**src/sv/udbg_pkg.sv**
```systemverilog
// Package with the shared types, register offsets and bit codes of the debug UART register block.
`timescale 1ns / 1ps

package udbg_pkg;

  // Item modes
  localparam logic [1:0] MODE_READ  = 2'd0;
  localparam logic [1:0] MODE_WRITE = 2'd1;
  localparam logic [1:0] MODE_RX    = 2'd2;

  // Register offsets (byte offsets within the block)
  localparam logic [8:0] OFF_CTRL     = 9'h000;
  localparam logic [8:0] OFF_MODE     = 9'h004;
  localparam logic [8:0] OFF_MASK_EN  = 9'h008;
  localparam logic [8:0] OFF_MASK_DIS = 9'h00c;
  localparam logic [8:0] OFF_MASK     = 9'h010;
  localparam logic [8:0] OFF_STATUS   = 9'h014;
  localparam logic [8:0] OFF_RHR      = 9'h018;
  localparam logic [8:0] OFF_THR      = 9'h01c;
  localparam logic [8:0] OFF_BAUD     = 9'h020;
  localparam logic [8:0] OFF_CHIP_ID  = 9'h040;
  localparam logic [8:0] OFF_CHIP_EXT = 9'h044;
  localparam logic [8:0] OFF_FORCE    = 9'h048;

  // Configuration register indexes
  localparam logic [7:0] CFG_CHIP_ID  = 8'd0;
  localparam logic [7:0] CFG_CHIP_EXT = 8'd1;

  // Status bits
  localparam logic [31:0] ST_RX_READY    = 32'h0000_0001;
  localparam logic [31:0] ST_TX_READY    = 32'h0000_0002;
  localparam logic [31:0] ST_ERRORS      = 32'h0000_00e0;
  localparam logic [31:0] ST_TX_EMPTY    = 32'h0000_0200;
  localparam logic [31:0] ST_TXBUF_EMPTY = 32'h0000_0800;
  localparam logic [31:0] ST_RESET       = ST_TX_READY | ST_TX_EMPTY | ST_TXBUF_EMPTY;

  // Control bit positions
  localparam int unsigned CT_RX_ON_BIT  = 4;
  localparam int unsigned CT_RX_OFF_BIT = 5;
  localparam int unsigned CT_TX_ON_BIT  = 6;
  localparam int unsigned CT_TX_OFF_BIT = 7;
  localparam int unsigned CT_CLR_BIT    = 8;

  localparam logic [31:0] CHIP_ID_RESET = 32'h275b_0940;

  typedef struct packed {
    logic [1:0]  mode;
    logic [8:0]  reg_offset;
    logic [31:0] write_data;
    logic [7:0]  line_byte;
  } item_t;

  typedef struct packed {
    logic [31:0] read_data;
    logic        irq_level;
    logic        tx_valid;
    logic [7:0]  tx_char;
    logic        can_accept;
    logic        rx_dropped;
  } result_t;

endpackage

```
**src/sv/udbg_core.sv**
```systemverilog
// Register state of the debug UART and the single-pass update and result logic.
`timescale 1ns / 1ps

module udbg_core (
  input  logic               clk_i,
  input  logic               rst_ni,
  input  logic               advance_i,
  input  udbg_pkg::item_t    item_i,
  input  logic [31:0]        chip_id_i,
  input  logic [31:0]        chip_ext_i,
  output udbg_pkg::result_t  result_o
);

  logic        rx_en_q, rx_en_d;
  logic        tx_en_q, tx_en_d;
  logic [31:0] mode_word_q, mode_word_d;
  logic [31:0] mask_q, mask_d;
  logic [31:0] status_q, status_d;
  logic [7:0]  rhr_q, rhr_d;
  logic [7:0]  thr_q, thr_d;
  logic [15:0] baud_q, baud_d;
  logic [31:0] force_q, force_d;

  logic [31:0] rd;
  logic        txv;
  logic [7:0]  txc;
  logic        dropped;

  always_comb begin
    rx_en_d     = rx_en_q;
    tx_en_d     = tx_en_q;
    mode_word_d = mode_word_q;
    mask_d      = mask_q;
    status_d    = status_q;
    rhr_d       = rhr_q;
    thr_d       = thr_q;
    baud_d      = baud_q;
    force_d     = force_q;
    rd          = '0;
    txv         = 1'b0;
    txc         = '0;
    dropped     = 1'b0;

    unique case (item_i.mode)
      udbg_pkg::MODE_READ: begin
        unique case (item_i.reg_offset)
          udbg_pkg::OFF_MODE:     rd = mode_word_q;
          udbg_pkg::OFF_MASK:     rd = mask_q;
          udbg_pkg::OFF_STATUS:   rd = status_q;
          udbg_pkg::OFF_RHR: begin
            rd       = {24'd0, rhr_q};
            status_d = status_q & ~udbg_pkg::ST_RX_READY;
          end
          udbg_pkg::OFF_BAUD:     rd = {16'd0, baud_q};
          udbg_pkg::OFF_CHIP_ID:  rd = chip_id_i;
          udbg_pkg::OFF_CHIP_EXT: rd = chip_ext_i;
          udbg_pkg::OFF_FORCE:    rd = force_q;
          default:                rd = '0;
        endcase
      end
      udbg_pkg::MODE_WRITE: begin
        unique case (item_i.reg_offset)
          udbg_pkg::OFF_CTRL: begin
            // disable wins over enable
            if (item_i.write_data[udbg_pkg::CT_RX_OFF_BIT]) begin
              rx_en_d = 1'b0;
            end else if (item_i.write_data[udbg_pkg::CT_RX_ON_BIT]) begin
              rx_en_d = 1'b1;
            end
            if (item_i.write_data[udbg_pkg::CT_TX_OFF_BIT]) begin
              tx_en_d = 1'b0;
            end else if (item_i.write_data[udbg_pkg::CT_TX_ON_BIT]) begin
              tx_en_d = 1'b1;
            end
            if (item_i.write_data[udbg_pkg::CT_CLR_BIT]) begin
              status_d = status_q & ~udbg_pkg::ST_ERRORS;
            end
          end
          udbg_pkg::OFF_MODE:     mode_word_d = item_i.write_data;
          udbg_pkg::OFF_MASK_EN:  mask_d = mask_q | item_i.write_data;
          udbg_pkg::OFF_MASK_DIS: mask_d = mask_q & ~item_i.write_data;
          udbg_pkg::OFF_THR: begin
            if (tx_en_q) begin
              thr_d    = item_i.write_data[7:0];
              txv      = 1'b1;
              txc      = item_i.write_data[7:0];
              status_d = status_q | udbg_pkg::ST_TX_READY | udbg_pkg::ST_TXBUF_EMPTY
                         | udbg_pkg::ST_TX_EMPTY;
            end
          end
          udbg_pkg::OFF_BAUD:     baud_d = item_i.write_data[15:0];
          udbg_pkg::OFF_FORCE:    force_d = item_i.write_data;
          default:                ;
        endcase
      end
      udbg_pkg::MODE_RX: begin
        if (rx_en_q && !status_q[0]) begin
          rhr_d    = item_i.line_byte;
          status_d = status_q | udbg_pkg::ST_RX_READY;
        end else begin
          dropped = 1'b1;
        end
      end
      default: ;
    endcase

    result_o.read_data  = rd;
    result_o.irq_level  = |(status_d & mask_d);
    result_o.tx_valid   = txv;
    result_o.tx_char    = txc;
    result_o.can_accept = rx_en_d & ~status_d[0];
    result_o.rx_dropped = dropped;
  end

  always_ff @(posedge clk_i or negedge rst_ni) begin
    if (!rst_ni) begin
      rx_en_q     <= 1'b0;
      tx_en_q     <= 1'b0;
      mode_word_q <= '0;
      mask_q      <= '0;
      status_q    <= udbg_pkg::ST_RESET;
      rhr_q       <= '0;
      thr_q       <= '0;
      baud_q      <= '0;
      force_q     <= '0;
    end else if (advance_i) begin
      rx_en_q     <= rx_en_d;
      tx_en_q     <= tx_en_d;
      mode_word_q <= mode_word_d;
      mask_q      <= mask_d;
      status_q    <= status_d;
      rhr_q       <= rhr_d;
      thr_q       <= thr_d;
      baud_q      <= baud_d;
      force_q     <= force_d;
    end
  end

endmodule

```
**src/sv/uart_debug_unit_registers.sv**
```systemverilog
// Top level of the debug UART register block: input register, result register, id registers.
`timescale 1ns / 1ps

// Channel | Direction | Handshake             | Payload
// in      | input     | in_valid_i/in_ready_o | mode_i, reg_offset_i, write_data_i, line_byte_i
// out     | output    | out_valid_o/out_ready_i | read_data_o, irq_level_o, tx_valid_o,
//         |           |                       | tx_char_o, can_accept_o, rx_dropped_o
// cfg     | input     | cfg_valid_i/cfg_ready_o | cfg_index_i, cfg_data_i
//
// One beat per cycle sustained while the output is not stalled; a beat passes through the
// input register, then the result register, before its result is offered.
// The register update and the result are one pass of logic in the core between
// those two registers.
// Reset is asynchronous, active low; it empties both stages and loads the
// register reset values (status 0xa02, chip id 0x275b0940).
// A stalled output holds its result while the input register may still fill;
// input ready drops only when both stages hold beats and the output stalls.

module uart_debug_unit_registers (
  input  logic        clk_i,
  input  logic        rst_ni,
  // item input
  input  logic        in_valid_i,
  output logic        in_ready_o,
  input  logic [1:0]  mode_i,
  input  logic [8:0]  reg_offset_i,
  input  logic [31:0] write_data_i,
  input  logic [7:0]  line_byte_i,
  // result output
  output logic        out_valid_o,
  input  logic        out_ready_i,
  output logic [31:0] read_data_o,
  output logic        irq_level_o,
  output logic        tx_valid_o,
  output logic [7:0]  tx_char_o,
  output logic        can_accept_o,
  output logic        rx_dropped_o,
  // configuration write
  input  logic        cfg_valid_i,
  output logic        cfg_ready_o,
  input  logic [7:0]  cfg_index_i,
  input  logic [31:0] cfg_data_i
);

  logic              in_vld_q;
  udbg_pkg::item_t   item_q;
  logic              out_vld_q;
  udbg_pkg::result_t res_q;
  udbg_pkg::result_t res_d;
  logic [31:0]       chip_id_q;
  logic [31:0]       chip_ext_q;
  logic              advance;
  logic              in_take;

  // Move the held beat into the result register when that slot is free or draining.
  assign advance    = in_vld_q && (!out_vld_q || out_ready_i);
  assign in_ready_o = !in_vld_q || advance;
  assign in_take    = in_valid_i && in_ready_o;

  always_ff @(posedge clk_i or negedge rst_ni) begin
    if (!rst_ni) begin
      in_vld_q <= 1'b0;
    end else if (in_take) begin
      in_vld_q <= 1'b1;
    end else if (advance) begin
      in_vld_q <= 1'b0;
    end
  end

  // Payload register: no reset needed.
  always_ff @(posedge clk_i) begin
    if (in_take) begin
      item_q.mode       <= mode_i;
      item_q.reg_offset <= reg_offset_i;
      item_q.write_data <= write_data_i;
      item_q.line_byte  <= line_byte_i;
    end
  end

  udbg_core u_core (
    .clk_i      (clk_i),
    .rst_ni     (rst_ni),
    .advance_i  (advance),
    .item_i     (item_q),
    .chip_id_i  (chip_id_q),
    .chip_ext_i (chip_ext_q),
    .result_o   (res_d)
  );

  always_ff @(posedge clk_i or negedge rst_ni) begin
    if (!rst_ni) begin
      out_vld_q <= 1'b0;
    end else if (advance) begin
      out_vld_q <= 1'b1;
    end else if (out_ready_i) begin
      out_vld_q <= 1'b0;
    end
  end

  always_ff @(posedge clk_i) begin
    if (advance) begin
      res_q <= res_d;
    end
  end

  // Identification registers; writes to indexes past the list are dropped.
  assign cfg_ready_o = 1'b1;

  always_ff @(posedge clk_i or negedge rst_ni) begin
    if (!rst_ni) begin
      chip_id_q  <= udbg_pkg::CHIP_ID_RESET;
      chip_ext_q <= '0;
    end else if (cfg_valid_i) begin
      if (cfg_index_i == udbg_pkg::CFG_CHIP_ID) begin
        chip_id_q <= cfg_data_i;
      end
      if (cfg_index_i == udbg_pkg::CFG_CHIP_EXT) begin
        chip_ext_q <= cfg_data_i;
      end
    end
  end

  assign out_valid_o  = out_vld_q;
  assign read_data_o  = res_q.read_data;
  assign irq_level_o  = res_q.irq_level;
  assign tx_valid_o   = res_q.tx_valid;
  assign tx_char_o    = res_q.tx_char;
  assign can_accept_o = res_q.can_accept;
  assign rx_dropped_o = res_q.rx_dropped;

endmodule
```
**config.mk**
```make
export PLATFORM = sky130hd
export DESIGN_NAME = uart_debug_unit_registers
export DESIGN_NICKNAME = d
export VERILOG_FILES = /design/src/sv/udbg_pkg.sv /design/src/sv/udbg_core.sv /design/src/sv/uart_debug_unit_registers.sv
export SDC_FILE = /design/constraint.sdc
export NUM_CORES = 1
export LEC_CHECK = 0
export BUFFER_PORTS_ARGS = -buffer_cell sky130_fd_sc_hd__clkbuf_2
export CAP_MARGIN = 25
export CELL_PAD_IN_SITES_DETAIL_PLACEMENT = 1
export CELL_PAD_IN_SITES_GLOBAL_PLACEMENT = 1
export CORE_MARGIN = 5
export CORE_UTILIZATION = 25
export CTS_CLUSTER_SIZE = 20
export DETAILED_ROUTE_END_ITERATION = 16
export GPL_ROUTABILITY_DRIVEN = 0
export MAX_ROUTING_LAYER = met4
export PLACE_DENSITY = 0.58
export SETUP_SLACK_MARGIN = 0.05
export SLEW_MARGIN = 30
export SYNTH_ARGS = -nofsm -noshare
export SYNTH_HDL_FRONTEND = slang
export SYNTH_HIERARCHICAL = 1
export SYNTH_SLANG_ARGS = --single-unit
export TNS_END_PERCENT = 100
```
**constraint.sdc**
```tcl
create_clock -name clk_i -period 4.9 [get_ports clk_i]
set_clock_uncertainty 0.05 [all_clocks]
set_input_delay 0.49 -clock clk_i [delete_from_list [all_inputs] [get_ports clk_i]]
set_output_delay 0.49 -clock clk_i [all_outputs]
set_load 0.01 [all_outputs]
```
======== Word level (Yosys, flattened, before mapping) ========
Cells that the tools add are included.
operators by class
  equality and inequality tests ........... 14
  bitwise logic cells ..................... 6
  reduce and logical (&&, ||, !) cells .... 24
  multiplexer cells ....................... 21
operators with widths
  kind                                                 number
  case mux 32 bit (8 select lines)                     1
  bitwise AND 32 bit                                   2
  case mux 32 bit (2 select lines)                     1
  equality test 9 x 5 -> 1 bit, second input constant  4
  case mux 12 bit (3 select lines)                     1
  2-to-1 mux 32 bit                                    1
  NOT 32 bit                                           1
  bitwise OR 32 bit                                    1
  OR reduction 32 bit                                  1
  equality test 9 x 7 -> 1 bit, second input constant  3
  case mux 12 bit (2 select lines)                     1
  equality test 9 x 4 -> 1 bit, second input constant  2
  AND reduction 3 bit                                  5
  2-to-1 mux 1 bit                                     14
  2-to-1 mux 12 bit                                    1
  equality test 9 x 3 -> 1 bit, second input constant  1
  equality test 9 x 6 -> 1 bit, second input constant  1
  logical NOT 9 bit                                    1
  equality test 8 x 1 -> 1 bit, second input constant  1
  logical NOT 8 bit                                    1
  2-to-1 mux 8 bit                                     1
  AND reduction 2 bit                                  3
  nonzero test 2 bit                                   3
  AND reduction 4 bit                                  1
  8 further kinds                                      13
word-level totals
  word-level logic and storage cells ...... 87
  register bits after elaboration ......... 315

======== Depth between registers and ports, before layout ========
  depth in word-level cells ............... 6
  gate-level depth with buffers ........... 9

======== Cells and area by module ========
The synthesis kept the hierarchy.
by module, submodules not included
  module                     cells each  seq. area each (µm²)  times used  area an instance (µm²)
  udbg_core                  606         3231.8                1           6854.1
  uart_debug_unit_registers  245         4519.3                1           5497.8

======== Worst setup path after synthesis ========
Ideal clock, no wire load.
  path kind ............................... input port to flip-flop
  start ................................... input out_ready_i
  end ..................................... register u_core.baud_q[10]
  arrival ................................. 3.156 ns
  path slack .............................. 1.570 ns
  buffers on the path ..................... 1
  stages on the path ...................... 7
  path through ............................ nand2b_1 > and2_1 > inv_1 > or2_2 > nor4_4 > buf_6 > mux2_2
on the way
  cells in the longest elaborated chain, start to end .. 3
RTL lines
  what                           RTL line                         text
  start, declared                uart_debug_unit_registers.sv:31  input logic out_ready_i,
  logical OR 1 bit               uart_debug_unit_registers.sv:56  assign advance = in_vld_q && (!out_vld_q || out_ready_i);
  logical AND 1 bit              uart_debug_unit_registers.sv:56
  via advance                    uart_debug_unit_registers.sv:52  logic advance;
  AND reduction 3 bit (no line)  --
  end signal, assigned           udbg_core.sv:134                 baud_q <= baud_d;
  end, declared                  udbg_core.sv:21                  logic [15:0] baud_q, baud_d;
The timed path passes the listed nets, and every way through them passes these cells.
A chain may end at the register's enable or synchronous reset.

======== Final worst setup path ========
  start ................................... register item_q[42] (netlist name)
  end ..................................... register res_q, in the netlist read_data_o[1], data pin
on the way
  cells in the longest elaborated chain, start to end .. 2
RTL lines
  what                                                  RTL line                          text
  start, declared                                       uart_debug_unit_registers.sv:46   udbg_pkg::item_t item_q;
  equality test 9 x 7 -> 1 bit (tied with other cells)  udbg_core.sv:46                   unique case (item_i.reg_offset)
  case mux 32 bit (8 select lines) *                    udbg_core.sv:46
  end signal, assigned                                  uart_debug_unit_registers.sv:102  res_q <= res_d;
  end, declared                                         uart_debug_unit_registers.sv:48   udbg_pkg::result_t res_q;
Every way passes the cells marked *; elsewhere a longest branch is shown, timed or not.

==> impl_results.md <==
* Multi-input gate area at 4220 um^2
* Tmin final at 3080 ps
* Detail Placement HPWL at approximately 24,000 um
* Final #Nets at about 1,100
* Initial DRC Count at between 500 and 600
* Antenna Nets Post-Route at 0
* Status: finished, final reports clean
* CTS tree: built
* Vias in the first global route at ~8,500
* Die Footprint at about 54,000 um^2
* Hold Slack at slightly below 100 ps
* Filler Cell Count at about 5,200
* Hold worst-path end: item_q[8]$_DFFE_PP_
* Worst Hold Path Cells at 1
* Delay of the slowest cell on the worst path at approximately 850 ps
* XOR/XNOR Fraction of Synth Area at 0%
* Slowest-stage cell, CP: or4_1
* Pleak at between 6 and 7 nW
* CP Cell Sequence: or4_1 > nor3_2 > buf_4 > a22oi_1 > a31oi_1
* Max_slew headroom at roughly 40%
* Worst setup SP type: flip-flop
* Final wirelength at roughly 38,000 um
* R2R setup slack at about 1800 ps
* CTS clk-pin slew, worst paths at roughly 60 ps
* Period Utilization, post-route at between 60% and 70%
* Post-Synth Adder-Cell Area at 0%
* Clk root buf: clkbuf_16
* Distinct cells, synth at 57
* Worst Setup Path Type: flip-flop to flip-flop
* Synth Area in Simple Gates at 6.92%
* Max_cap viols at 0
* Synth async-reset ratio at about two thirds
* Critical path endpoint category: flip-flop
* Critical R2R Capture: read_data_o[1]$_DFFE_PP_
* Fin Setup TNS at 0 ps
* Unrepaired setup endpoints after global routing: false
* Num CTS Buffers at 34
* Mapped Area at approximately 12,000 um^2
* Post-cts sizing count at 0
* Ys Warns at 6
* Critical Path AT at roughly 3400 ps
* Fin. Hold Viols at 0
* TritonCTS sink count at 290
* Seq/Total Area, Yosys at a little over three fifths
* Die height at ~230 um
* DR pass1 iterations at 5
* Register area at roughly 7800 um^2
* Clock Path Buffers at 3
* Power Dens Cells at 359 nW/um^2
* H-tree Lvls at 2
* Least-Margin Pin Slew at around 900 ps
* Largest family of logic cells by synthesized area: multiplexers
* Max VDD drop at between 0.15 and 0.2 mV
* FF+latch count, synth at between 200 and 300
* HP Class: primary input to flip-flop
* Port Buf Inserts at about 140
* First-pass GRT wire length at about 57,000 um
* Post-synthesis mux area share at around a fifth
* IO Pins at 143
* Antenna violations before repair at 1
* Max Freq at around 330 MHz
* Synth Area in Compound Gates at 8.11%
* Mapped Cells at about 850
* Die Wd at about 230 um
* Layout cells sized above 1 at 38.6%
* Cell row count at between 80 and 90
* Syn Nets at 947
* Hold_sp: write_data_i[0]
* Power, Total at between 0.005 and 0.006 W
* Overflow after GRT at 0
* Number of synthesized flops with an enable pin at 95
* Count of final setup violators at 0
* Routed WL per cell at 22.4 um
* Routed vias at slightly below 8,000
* Area grow syn2layout at 20.6%
* Setup WS pre-CTS at ~1800 ps
* Final setup margin at 1820 ps
* Initial Util at roughly a quarter
* Final slew viol count at 0
* Core footprint at about 50,000 um^2
* Residual DRC count at 0
* Crit path max fanout at 21
* Reg2reg start: item_q[42]$_DFFE_PP_
* Main synth FF type: dfrtp_1
* Skew-Pair Late Insertion Delay at approximately 520 ps
* Syn avg cell area at 14.5 um^2
* All-Layer GR Usage at between 10% and 20%
* Largest net degree at the start of global routing at ~120
* Critical Path RT at 5190 ps
* Fin util at 30.4%
* R2R cell count at 5
* Drt via density at ~4.7
[logic make-up after synthesis]
family          Yosys count
mux                     189
other cells               1
compound gates          139
buf+inv                  87
simple gates            145
flops                   290
[registers in the layout (all words and copies together), names as in the netlist, 7 cells and up]
| name | cells |
|---|---|
| read_data_o | 32 |
| u_core/baud_q | 16 |
| tx_char_o | 8 |
| chip_id_q | 32 |
| u_core/mode_word_q | 32 |
| chip_ext_q | 32 |
| u_core/rhr_q | 8 |
| u_core/force_q | 32 |
| item_q | 51 |
| u_core/status_q | 7 |
| u_core/mask_q | 32 |
[metal layers]
metal  vias up  part of all wire, %  track usage [%]
met5         -                    0                -
met4         0                  1.6             3.25
met3        43                  4.6             2.64
met2       184                   48             23.1
met1      4153                   45             18.8
li1       3470                    -                -
[metrics by stage]
step / std cells / instance area (um^2)
final: 1687 / 14900
after global routing: 1687 / 14900
after CTS: 1686 / 14900
after detailed placement: 1623 / 13800
after global placement: 1621 / 13800
after floorplan: 851 / 12400
[repair_timing]
item                                    4_1_cts  5_1_grt
hold endpoints to repair                    106        0
hold buffers                                  1        0
setup buffers                                 0        0
endpoints found under the setup margin        0        0
[worst max path at each step]
stage                                    start                            end  slack [ps]
final                     item_q[42]$_DFFE_PP_       read_data_o[1]$_DFFE_PP_        1820
after global routing      item_q[42]$_DFFE_PP_       read_data_o[2]$_DFFE_PP_        1750
after CTS                 item_q[42]$_DFFE_PP_       read_data_o[1]$_DFFE_PP_        1850
after detailed placement           out_ready_i    u_core/rhr_q[3]$_DFFE_PN0P_        1810
after global placement    item_q[42]$_DFFE_PP_       read_data_o[6]$_DFFE_PP_        1850
after floorplan                    out_ready_i  u_core/baud_q[10]$_DFFE_PN0P_        1570
[cell usage after synthesis, drive strengths merged (2+ instances only)]
cell     count  area [um^2]
edfxtp      95         2850
nand2       50          190
or4          4         30.0
nor3        15          118
nor2        12         57.6
a222oi      16          160
or4b         4         51.3
nand3        5         25.0
buf         34          234
o21ai        6         30.0
a22o         3         26.3
a21oi       20          100
inv         36          135
a22oi       51          383
or4bb        2         22.5
nor4         5         46.3
dfrtp      180         4500
dfstp       15          394
a31oi       26          163
o31ai        2         15.0
nand2b      11         68.8
and2        11         68.8
mux2       152         1940
a21o         2         15.0
or3          5         31.3
or2          5         31.3
a221oi       6         52.6
mux2i       37          370
o2bb2ai      2         17.5
clkbuf      17         63.8
nor4b        3         26.3
nand4        7         43.8
nor3b        2         15.0
[worst max-delay path: cells and delay by family (launching register included)]
family,cells,cell delay [ps]
AND/OR/NAND/NOR,2,1490
flip-flops,1,700
buffers and inverters,1,320
AO/OA/AOI/OAI,2,320
[area by class of cell]
| cell class | instances | area share [%] |
|---|---|---|
| diodes | 1 | 0.0168 |
| clock buffers | 53 | 6.75 |
| clock inverters | 9 | 0.294 |
| inverters | 36 | 0.907 |
| multi-input cells | 474 | 28.3 |
| flip-flops and latches | 290 | 52.0 |
| well taps | 664 | 5.58 |
| repair buffers | 160 | 6.11 |
[power by group]
part | switching (W) | internal (W)
registers | 0.0000772 | 0.00261
clock network | 0.000989 | 0.00141
logic | 0.000164 | 0.0000997
total | 0.00123 | 0.00412
[placed cells by master, fill, tap and decap left out, types with 4 or more instances in the layout]
master,count
clkbuf_16,38
mux2_4,60
a22oi_1,51
or4_1,4
a222oi_1,16
a31oi_1,26
nand2_1,48
dfstp_2,15
mux2_2,89
a21oi_1,20
and2_1,9
clkbuf_1,14
o21ai_0,5
nand2b_1,11
nor2_1,8
buf_4,16
edfxtp_1,95
inv_1,36
dfrtp_1,180
nand3_1,5
a221oi_1,6
nand4_1,7
clkbuf_2,140
or3_1,4
nor3_4,4
nor3_1,9
mux2i_1,37
clkinv_2,5
(Power assumes the default switching activity.)
